[src/rtl/prc_pkg.sv]
`timescale 1ns / 1ps
`default_nettype none

package prc_pkg;

    // sample and store geometry
    localparam int SAMPLE_BITS   = 24;
    localparam int RING_DEPTH    = 4096;   // power of two, ring address is a bit slice
    localparam int CAPTURE_DEPTH = 8192;
    localparam int RING_AW       = $clog2(RING_DEPTH);
    localparam int CAP_AW        = $clog2(CAPTURE_DEPTH);
    localparam int CNT_W         = $clog2(CAPTURE_DEPTH + 1);
    localparam int LIM_W         = $clog2(RING_DEPTH + 1);
    localparam int IDX_W         = 13;
    localparam int CMP_W         = (IDX_W > LIM_W) ? IDX_W : LIM_W;
    localparam int SW_W          = 48;
    localparam int CMD_W         = 2;
    localparam int CC_W          = 2;
    localparam int STATE_W       = 2;

    typedef enum logic [CMD_W-1:0] {
        CMD_PUSH    = 2'd0,
        CMD_TRIGGER = 2'd1,
        CMD_READ    = 2'd2,
        CMD_RESET   = 2'd3
    } cmd_t;

    typedef enum logic [STATE_W-1:0] {
        MODE_MON  = 2'd0,
        MODE_REC  = 2'd1,
        MODE_DONE = 2'd2
    } mode_t;

    // controller to datapath
    typedef struct packed {
        logic accept;     // input beat taken this cycle
        logic walk;       // one pretrigger copy step
        logic load_out;   // load the result register
    } prc_ctl_t;

    // datapath to controller
    typedef struct packed {
        cmd_t command;
        logic pre_zero;
        logic post_zero;
        logic walk_last;
    } prc_sts_t;

endpackage

`default_nettype wire

[src/rtl/prc_ctrl.sv]
`timescale 1ns / 1ps
`default_nettype none

module prc_ctrl (
    input  logic               clk,
    input  logic               rst_n,
    input  logic               item_valid,
    input  logic               result_ready,
    input  prc_pkg::prc_sts_t  sts,
    output logic               item_ready,
    output logic               result_valid,
    output prc_pkg::prc_ctl_t  ctl
);
    import prc_pkg::*;

    typedef enum logic [3:0] {
        ST_IDLE  = 4'b0001,
        ST_WALK  = 4'b0010,
        ST_FLUSH = 4'b0100,
        ST_RESP  = 4'b1000
    } state_t;

    state_t state_reg;
    state_t state_next;
    logic   out_vld_reg;
    logic   out_vld_next;
    logic   slot_free;
    logic   accept;
    logic   walk;
    logic   load_out;

    assign slot_free = !out_vld_reg || result_ready;

    always_comb
    begin
        state_next = state_reg;
        item_ready = 1'b0;
        accept     = 1'b0;
        walk       = 1'b0;
        load_out   = 1'b0;
        case (state_reg)
            ST_IDLE:
            begin
                item_ready = slot_free;
                if (item_valid && slot_free)
                begin
                    accept = 1'b1;
                    case (sts.command)
                        CMD_READ:
                        begin
                            state_next = ST_RESP;
                        end
                        CMD_TRIGGER:
                        begin
                            if (!sts.post_zero && !sts.pre_zero)
                                state_next = ST_WALK;
                            else
                                load_out = 1'b1;
                        end
                        default:
                        begin
                            load_out = 1'b1;
                        end
                    endcase
                end
            end
            ST_WALK:
            begin
                walk = 1'b1;
                if (sts.walk_last)
                    state_next = ST_FLUSH;
            end
            ST_FLUSH:
            begin
                state_next = ST_RESP;
            end
            ST_RESP:
            begin
                if (slot_free)
                begin
                    load_out   = 1'b1;
                    state_next = ST_IDLE;
                end
            end
            default:
            begin
                state_next = ST_IDLE;
            end
        endcase
    end

    always_comb
    begin
        if (load_out)
            out_vld_next = 1'b1;
        else if (result_ready)
            out_vld_next = 1'b0;
        else
            out_vld_next = out_vld_reg;
    end

    always_ff @(posedge clk or negedge rst_n)
    begin
        if (!rst_n)
        begin
            state_reg   <= ST_IDLE;
            out_vld_reg <= 1'b0;
        end
        else
        begin
            state_reg   <= state_next;
            out_vld_reg <= out_vld_next;
        end
    end

    assign result_valid = out_vld_reg;
    assign ctl.accept   = accept;
    assign ctl.walk     = walk;
    assign ctl.load_out = load_out;

endmodule

`default_nettype wire

[config.mk]
export PLATFORM = sky130hd
export DESIGN_NAME = prc_ctrl
export DESIGN_NICKNAME = d
export VERILOG_FILES = /design/src/rtl/prc_pkg.sv /design/src/rtl/prc_ctrl.sv
export SDC_FILE = /design/constraint.sdc
export NUM_CORES = 1
export LEC_CHECK = 0
export ABC_CLOCK_PERIOD_IN_PS = 1600
export BUFFER_PORTS_ARGS = -buffer_cell sky130_fd_sc_hd__buf_4
export CAP_MARGIN = 40
export CELL_PAD_IN_SITES_DETAIL_PLACEMENT = 0
export CELL_PAD_IN_SITES_GLOBAL_PLACEMENT = 2
export CORE_UTILIZATION = 26
export CTS_BUF_LIST = sky130_fd_sc_hd__clkbuf_8
export CTS_CLUSTER_DIAMETER = 120
export DETAILED_ROUTE_END_ITERATION = 12
export PLACE_DENSITY = 0.88
export SLEW_MARGIN = 5
export SYNTH_ARGS = -nofsm -noshare
export SYNTH_HDL_FRONTEND = slang
export SYNTH_SLANG_ARGS = --single-unit
[constraint.sdc]
create_clock -name clk -period 1.6 [get_ports clk]
set_input_delay 0.08 -clock clk [delete_from_list [all_inputs] [get_ports clk]]
set_output_delay 0.08 -clock clk [all_outputs]
set_load 0.005 [all_outputs]
==> qor.txt, run 1 <==
Status: finished clean
R2r setup slk: 250 ps
Power density over cell area: 1523 nW/um2
Routed wire length: 843 um
Worst r2r src: state_reg[0]
CP Buf/Inv Count: 3
Mapped Nets: 49
Peak VDD IR: 0.5248 mV
Sequential cell area fraction in the yosys report: 0.3686
Via count: 352
Mean Syn Cell Area: 8.571 um2
RSZ-0062 raised after global routing: true
Drt pass-1 iters: 4
Static Leakage: 0.2723 nW
DRT iter0 DRCs: 6
Vias in the first global route: 299
Via density: 4.958
IO Port Bufs: 13
Post-Syn Instances: 40
Initial antenna violation count: 0
Combinational power share: 0.472
TritonCTS clock tree: done
Crit path top cell by count: buf_4
Critical R2R Capture: state_reg[3]
CTS max path bufs: 2
Slowest cell on the critical path: dfstp_2
Worst setup endpoint: ctl[0]
Flop pwr share: 0.259
Startpoint types: flip-flop
Post-route DRC: 0
Critical-path cell list: inv_4 -> nor4_4 -> buf_4 -> a31oi_4 -> nor2_1 -> buf_4
CTS root buf: clkbuf_8
Worst min-delay path category: primary input to flip-flop
Share of layout cells above drive strength 1: 0.4561
Critical Path Fanout Max: 4
Pwr Total: 834.8 uW
Final setup vio count: 0
Post-route clock period utilization: 0.9969
R2R cell count: 5
Sw frac: 0.3254
Clk network pwr share: 0.270
Fin. Hold Viols: 0
Slew @ Worst Pin: 413.7 ps
Clk_lat worst skew: 220 ps
Critical path's largest stage delay: 550 ps
Yosys warns: 0
Hold path depth: 2
Die X: 38.31 um
Ports: 14
Distinct cells, synth: 25
Levels on crit path: 6
Largest net degree at the start of global routing: 8
Num Clock Sinks: 5
Global-route usage over all layers: 0.1351
Sw power: 271.6 uW
Core area: 1171 um2
Fmax: 0.6269 GHz
Area Growth Syn to Fin: 59.85%
Crit Path Class: flip-flop to output pin
Critical Path RT: 1520 ps
Max-cap violation count: 0
Power Internal: 563.1 uW
Max Clock Skew: 2.279 ps
Num CTS Buffers: 3
Crit. End Element: output pin
Overflow after GRT: 0
CTS clk-pin slew, worst paths: 40 ps
#FFs+latches synth: 5
First-pass GRT wire length: 1193 um
Max-slew violation count: 0
Minimum clock period after layout: 1595 ps
Crit path DAT: 1520 ps
Nets@finish: 67
Effective utilization at floorplan: 0.2927
Htree depth: 1
ANT cells: 0
Die ar.: 1468 um2
Critical path's top delay family: flip-flops
WL per Instance: 11.87 um
Max FFs per register: 4
Finished Cell Area: 548.0 um2
Gp weighted congestion: 0.7599
Worst setup path startpoint: state_reg[0]
Die Ht: 38.31 um
Area after DPL: 439.2 um2
Row count: 12
Slew HR: 0.7235
Cell Area, Synth: 342.8 um2
Antenna-violating nets left: 0
## cells in the final DEF (no fill, tap or decap)
cell type / count
buf_4: 16
inv_1: 4
dfrtp_1: 4
nand2_1: 3
clkbuf_8: 3
nor2_1: 2
nand3_1: 2
nand2b_1: 2
and2_1: 2
o21ai_0: 2
nor2b_1: 1
or4b_1: 1
a21boi_1: 1
inv_4: 1
nor4_4: 1
nor4b_2: 1
a31oi_4: 1
o21a_1: 1
and2b_2: 1
nor3_1: 1
a21oi_1: 1
o41ai_2: 1
o22ai_1: 1
xor2_1: 1
o221ai_1: 1
dlygate4sd3_1: 1
dfstp_2: 1
## per-layer routing
layer	vias to the layer above	wire [um]	global-route usage
li1	172	-	-
met1	164	337	0.1423
met2	12	443	0.1864
met3	4	27	0.05233
met4	0	34	0.1607
met5	-	0	0
## metrics by stage
stage	cells	hold WS (ps)	utilization	setup slack, ps	TNS [ps]
5_1_grt	71	91.43	0.4679	-55.50	-89.20
6_report	71	81.09	0.4679	4.884	0
4_1_cts	69	76.02	0.4274	10.20	0
3_3_place_gp	64	-119.2	0.3750	98.68	0
3_5_place_dp	64	-118.2	0.3750	91.46	0
2_1_floorplan	40	-215.6	-	139.9	0
## worst min path at each step
stage | from | endpoint | slack (ps)
floorplan | rst_n | result_valid | -220
global placement | rst_n | result_valid | -120
detailed placement | rst_n | result_valid | -120
CTS | sts[0] | state_reg[1] | 80
global route | sts[0] | state_reg[1] | 90
finish | sts[0] | state_reg[1] | 80
## power groups by stage
stage          registers [mW]  clock network, mW  logic, mW
6_report                0.216              0.225      0.394
5_1_grt                 0.219              0.234      0.428
4_1_cts                 0.208              0.228      0.314
3_5_place_dp            0.207                  0      0.304
3_3_place_gp            0.207                  0      0.307
2_1_floorplan           0.200                  0      0.195
## cell usage after synthesis
master | number | area, um2
o221ai_1 | 1 | 8.760
and2b_2 | 1 | 8.760
and2_1 | 2 | 12.51
nor2_1 | 2 | 7.510
o41ai_2 | 1 | 16.27
xor2_1 | 1 | 8.760
o22ai_1 | 1 | 6.260
buf_4 | 3 | 22.52
or4b_1 | 1 | 10.01
o21a_1 | 1 | 7.510
clkbuf_1 | 1 | 3.750
o21ai_0 | 2 | 10.01
a21boi_1 | 1 | 7.510
dfstp_2 | 1 | 26.28
nand3_1 | 2 | 10.01
nand2_1 | 3 | 11.26
dfrtp_1 | 4 | 100.1
inv_1 | 4 | 15.01
nor4_1 | 1 | 6.260
a21oi_1 | 1 | 5.000
nor4b_1 | 1 | 8.760
nand2b_1 | 2 | 12.51
nor2b_1 | 1 | 6.260
a31oi_1 | 1 | 6.260
nor3_1 | 1 | 5.000
## cells by family (layout without fill, tap and decap cells)
group | Yosys count | in the layout | share of synthesized area
AO/OA/AOI/OAI | 9 | 9 | 0.1971
buffers and inverters | 8 | 25 | 0.1204
AND/OR/NAND/NOR | 17 | 17 | 0.2883
flip-flops | 5 | 5 | 0.3686
XOR/XNOR | 1 | 1 | 0.02555
## final cells by class
type                    instances  area [um2]
clock buffers                   3       41.29
clock inverters                 1       3.754
fillers                       122       623.1
inverters                       4       17.52
multi-input cells              27       211.5
flip-flops and latches          5       126.4
well taps                      14       17.52
repair buffers                 17       130.1
## what timing repair did
item / in CTS / in global routing
pin swaps: 1 / 3
resized for setup: 1 / 6
setup buffers: 0 / 2
hold buffers: 1 / 0
setup endpoints to repair: 3 / 2
endpoints found under the hold margin: 5 / 0
Power figures use the tool's default switching activity.
==> inputs of run 2 (changes only) <==
--- a/config.mk
+++ b/config.mk
@@ -7,14 +7,14 @@
 export LEC_CHECK = 0
 export ABC_CLOCK_PERIOD_IN_PS = 1600
 export BUFFER_PORTS_ARGS = -buffer_cell sky130_fd_sc_hd__buf_4
-export CAP_MARGIN = 40
+export CAP_MARGIN = 20
 export CELL_PAD_IN_SITES_DETAIL_PLACEMENT = 0
 export CELL_PAD_IN_SITES_GLOBAL_PLACEMENT = 2
 export CORE_UTILIZATION = 26
 export CTS_BUF_LIST = sky130_fd_sc_hd__clkbuf_8
 export CTS_CLUSTER_DIAMETER = 120
 export DETAILED_ROUTE_END_ITERATION = 12
-export PLACE_DENSITY = 0.88
+export PLACE_DENSITY_LB_ADDON = 0.1
 export SLEW_MARGIN = 5
 export SYNTH_ARGS = -nofsm -noshare
 export SYNTH_HDL_FRONTEND = slang
==> constraint.sdc (replaced) <==
create_clock -name clk -period 1.6 [get_ports clk]
set_input_delay 0 -clock clk [delete_from_list [all_inputs] [get_ports clk]]
set_output_delay 0 -clock clk [all_outputs]
set_load 0.005 [all_outputs]
==> qor.txt, run 2 (same netlist as run 1, synthesis figures left out) <==
Status: finished clean
Storage cell area: 126.4 um2 (unchanged)
Clk_lat worst skew: 220 ps (about the same)
Commonest non-fill, non-tap cell in the layout: buf_4
Most frequent cells in the layout: 14 x buf_4, 5 x inv_1, 4 x dfrtp_1
WHS: 65.33 ps (-15.76 ps)
TritonCTS clock tree: done
WL per Instance: 12.06 um (+1.5%)
Area Growth Syn to Fin: 48.91%
Vias in the first global route: 339 (+13%)
Antenna-violating nets left: 0 (unchanged)
ANT cells: 0 (unchanged)
Fmax: 0.6639 GHz (+5.9%)
Setup ws final: 93.73 ps (+88.84 ps)
Global-route usage over all layers: 0.1521 (+0.01701)
Die X: 38.31 um (unchanged)
Static Leakage: 0.2629 nW (-3.5%)
Slowest cell on the critical path: dfstp_2
Ports: 14 (unchanged)
Crit Path Class: flip-flop to output pin
Slew HR: 0.7331 (+0.009591)
Htree depth: 1 (unchanged)
Share of layout cells above drive strength 1: 0.3750 (-0.08114)
Initial antenna violation count: 0 (unchanged)
Max-slew violation count: 0 (unchanged)
Finished Cell Area: 510.5 um2 (-6.8%)
Max FFs per register: 4 (unchanged)
Worst min-delay path category: primary input to flip-flop
Crit. End Element: output pin
Slew @ Worst Pin: 394.8 ps (-18.87 ps)
Num Clock Sinks: 5 (unchanged)
Max Clock Skew: 5.027 ps (+2.748 ps)
Num CTS Buffers: 3 (unchanged)
Placed cells: 64 (unchanged)
Effective utilization at floorplan: 0.2927 (unchanged)
Post-place setup slack: 169.7 ps (+78.20 ps)
Pwr Total: 758.2 uW (-9.2%)
Die ar.: 1468 um2 (unchanged)
CTS max path bufs: 2 (unchanged)
Final setup vio count: 0 (unchanged)
Nets@finish: 66 (-1.5%)
Crit path DAT: 1510 ps (about the same)
Startpoint types: flip-flop
Largest net degree at the start of global routing: 8 (unchanged)
Critical path's largest stage delay: 550 ps (about the same)
Gp weighted congestion: 0.6676 (-12%)
Fin Setup TNS: 0 ps (unchanged)
IO Port Bufs: 13 (unchanged)
Row count: 12 (unchanged)
Post-DP HPWL: 672.9 um
Routed wire length: 844 um (+0.12%)
Layout Cells excl Fill: 70 (-1.4%)
Multi-input logic area: 181.4 um2 (-14%)
Post-route DRC: 0 (unchanged)
Post-route clock period utilization: 0.9414 (-0.05553)
Crit path top cell by count: buf_4
CTS clk-pin slew, worst paths: 40 ps (about the same)
Number of fillers in the final layout: 115 (-5.7%)
First-pass GRT wire length: 1449 um (+21%)
Via density: 4.743 (-4.3%)
Power density over cell area: 1485 nW/um2 (-2.5%)
Via count: 332 (-5.7%)
Critical Path RT: 1600 ps (+80 ps)
Finished Core Util: 0.4359 (-0.03205)
Fin. Hold Viols: 0 (unchanged)
CTS root buf: clkbuf_8
Critical Path Fanout Max: 4 (unchanged)
Critical-path cell list: inv_1 -> nor4_2 -> buf_4 -> a31oi_1 -> nor2_1 -> buf_4
Core area: 1171 um2 (unchanged)
Overflow after GRT: 0 (unchanged)
Minimum clock period after layout: 1506 ps (-88.84 ps)
DRT iter0 DRCs: 7 (+1)
Area after DPL: 439.2 um2 (unchanged)
Max-cap violation count: 0 (unchanged)
Peak VDD IR: 0.4753 mV (-9.4%)
Drt pass-1 iters: 4 (unchanged)
Die Ht: 38.31 um (unchanged)
run 2: cell count changes in the layout (fill, tap and decap cells not counted), sizes merged:
cell	previous run	this run
buf	16	14
dlygate4sd3	1	2
run 2: per-layer routing:
metal  share of wire  GRT usage  vias up
met5               0          0        -
met4               0    0.08036        0
met3           0.033    0.05233        0
met2            0.56     0.2754        8
met1            0.41     0.1491      156
li1                -          -      168
run 2: final cells by class:
cell class | instances | share of cell area
tap | 14 | 0.03431
multi-input combinational | 27 | 0.3554
inverter | 4 | 0.02941
sequential | 5 | 0.2475
clock buffer | 3 | 0.08088
timing repair buffer | 16 | 0.2451
clock inverter | 1 | 0.007353
run 2: what timing repair did:
| item | 4_1_cts | 5_1_grt |
|---|---|---|
| pin swaps | 1 | 1 |
| setup buffers | 0 | 0 |
| hold buffers | 2 | 0 |
| resized for setup | 0 | 1 |
| endpoints found under the setup margin | 1 | 3 |
| endpoints found under the hold margin | 6 | 0 |
run 2: critical path, delay by kind of cell (launching register included):
family,cells,cell delay (ps)
compound gates,1,100
buf+inv,3,380
simple gates,2,260
flops,1,550
run 2: path summary, 6_finish.rpt:
path,startpoint,end,slack [ps],cells after the start
min in group asynchronous,rst_n,result_valid,110,2
max in group asynchronous,rst_n,state_reg[0],1290,2
min reg2reg,result_valid,result_valid,580,2
max,state_reg[0],ctl[0],90,6
min,item_valid,result_valid,70,3
max reg2reg,state_reg[0],state_reg[3],270,5
run 2: power by group:
group          switching (mW)  internal [mW]  total (mW)
registers              0.0394          0.170       0.209
clock network          0.0652          0.165       0.230
logic                   0.137          0.182       0.319
==> inputs of run 3 (changes only) <==
--- a/config.mk
+++ b/config.mk
@@ -10,6 +10,7 @@
 export CAP_MARGIN = 20
 export CELL_PAD_IN_SITES_DETAIL_PLACEMENT = 0
 export CELL_PAD_IN_SITES_GLOBAL_PLACEMENT = 2
+export CORE_MARGIN = 4
 export CORE_UTILIZATION = 26
 export CTS_BUF_LIST = sky130_fd_sc_hd__clkbuf_8
 export CTS_CLUSTER_DIAMETER = 120
==> qor.txt, run 3 (same netlist as run 1, synthesis figures left out) <==
Status: finished clean
Core area: 1171 um2 (unchanged)
CTS max path bufs: 2 (unchanged)
CP Buf/Inv Count: 4 (+1)
Gp weighted congestion: 0.6637 (-0.58%)
CTS root buf: clkbuf_8
Max-cap violation count: 0 (unchanged)
R2R cell count: 6 (+1)
Slew @ Worst Pin: 404.9 ps (+10.06 ps)
Worst Hold Path EP: result_valid
Slew HR: 0.7294 (-0.003702)
Peak VDD IR: 0.5661 mV (+19%)
CTS clk-pin slew, worst paths: 40 ps (about the same)
Drt pass-1 iters: 1 (-3)
Critical Path RT: 1600 ps (about the same)
Die X: 44.31 um (+16%)
Max Clock Skew: 0.06350 ps (-4.964 ps)
Crit. End Element: output pin
Layout Cells excl Fill: 73 (+4.3%)
Area Growth Syn to Fin: 65.69%
Most frequent cells in the layout: 17 x buf_4, 4 x inv_1, 4 x dfrtp_1
Critical Path Fanout Max: 4 (unchanged)
Static Leakage: 0.2844 nW (+8.2%)
Minimum clock period after layout: 1544 ps (+37.71 ps)
RSZ-0062 raised after global routing: true
Finished Core Util: 0.4850 (+0.04915)
Number of fillers in the final layout: 123 (+7.0%)
Via density: 4.644 (-2.1%)
Nets@finish: 69 (+4.5%)
R2r setup slk: 140 ps (-130 ps)
Crit Path Class: flip-flop to output pin
Commonest non-fill, non-tap cell in the layout: buf_4
Share of layout cells above drive strength 1: 0.4746 (+0.09958)
Crit path DAT: 1540 ps (+30 ps)
ANT cells: 0 (unchanged)
Htree depth: 1 (unchanged)
Critical-path cell list: inv_4 -> nor4_4 -> buf_4 -> buf_4 -> and2_4 -> buf_4
Worst r2r src: state_reg[0]
Die ar.: 1963 um2 (+34%)
DRT iter0 DRCs: 0 (-7)
Critical path's top delay family: flip-flops
Min-Delay Startpoint: item_valid
Max-slew violation count: 0 (unchanged)
Worst min-delay path category: primary input to flip-flop
Post-route DRC: 0 (unchanged)
Largest net degree at the start of global routing: 8 (unchanged)
Num Clock Sinks: 5 (unchanged)
Critical path's largest stage delay: 570 ps (+20 ps)
Slowest cell on the critical path: dfstp_2
Critical R2R Capture: state_reg[3]
Overflow after GRT: 0 (unchanged)
First-pass GRT wire length: 1428 um (-1.4%)
Initial antenna violation count: 0 (unchanged)
Effective utilization at floorplan: 0.2927 (unchanged)
Final setup vio count: 0 (unchanged)
Vias in the first global route: 342 (+0.88%)
Power density over cell area: 1540 nW/um2 (+3.7%)
Placed cells: 64 (unchanged)
Startpoint types: flip-flop
Num CTS Buffers: 3 (unchanged)
Fin Setup TNS: 0 ps (unchanged)
Global-route usage over all layers: 0.1059 (-0.04623)
TritonCTS clock tree: done
Post-route clock period utilization: 0.9650 (+0.02357)
WL per Instance: 12.23 um (+1.5%)
Hold path depth: 3 (unchanged)
Row count: 12 (unchanged)
Fin. Hold Viols: 0 (unchanged)
Via count: 339 (+2.1%)
Clk_lat worst skew: 220 ps (about the same)
Max FFs per register: 4 (unchanged)
Post-DP HPWL: 656.5 um (-2.4%)
Routed wire length: 893 um (+5.8%)
Fmax: 0.6477 GHz (-2.4%)
Die Ht: 44.31 um (+16%)
Antenna-violating nets left: 0 (unchanged)
Ports: 14 (unchanged)
Crit path top cell by count: buf_4
IO Port Bufs: 13 (unchanged)
run 3: tightest hold or removal path, stage by stage:
cell and delay, ps:
buf_4 100, a31oi_4 90, nand2_1 70
run 3: cell type report:
class / count / area, um2 / area share
clock inverters: 1 / 3.754 / 0.006608
well taps: 14 / 17.52 / 0.03084
flip-flops and latches: 5 / 126.4 / 0.2225
inverters: 4 / 17.52 / 0.03084
clock buffers: 3 / 41.29 / 0.07269
multi-input cells: 27 / 214.0 / 0.3767
repair buffers: 19 / 147.6 / 0.2599
run 3: metal layers:
metal / GRT usage / share of wire / vias up
met4: 0.09036 / 0.024 / 0
met1: 0.1152 / 0.41 / 154
li1: - / - / 175
met5: 0 / 0 / -
met3: 0.01220 / 0.027 / 2
met2: 0.1802 / 0.54 / 8
run 3: where the power goes:
part	leakage [nW]	total [mW]	switching [mW]	internal [mW]
clock network	0.0269	0.232	0.0671	0.165
logic	0.194	0.427	0.168	0.259
registers	0.0637	0.216	0.0456	0.170
total	0.284	0.875	0.281	0.594
run 3: worst max path at each step:
stage,slack (ps),depth (start not counted),end,start
6_report,60,6,item_ready,state_reg[0]
5_1_grt,-20,6,ctl[0],state_reg[0]
4_1_cts,80,6,ctl[0],state_reg[0]
3_5_place_dp,160,5,state_reg[3],sts[4]
3_3_place_gp,140,5,state_reg[3],state_reg[0]
2_1_floorplan,190,4,state_reg[3],state_reg[0]
run 3: timing repair:
item | in CTS | in global routing
hold endpoints to repair | 6 | 0
resized for setup | 1 | 7
endpoints found under the setup margin | 1 | 2
hold buffers | 2 | 0
buffers inserted | 0 | 3
pin swaps | 2 | 3
run 3: through the flow:
| stage | power [mW] | hold slack [ps] | instance area (um2) | setup WS [ps] |
|---|---|---|---|---|
| 2_1_floorplan | 0.3949 | -295.6 | 342.8 | 186.9 |
| 3_3_place_gp | 0.5117 | -197.3 | 439.2 | 135.4 |
| 3_5_place_dp | 0.5154 | -197.0 | 439.2 | 164.6 |
| 4_1_cts | 0.7623 | 57.03 | 510.5 | 78.84 |
| 5_1_grt | 0.9353 | 97.66 | 568.0 | -16.78 |
| 6_report | 0.8746 | 69.76 | 568.0 | 56.02 |
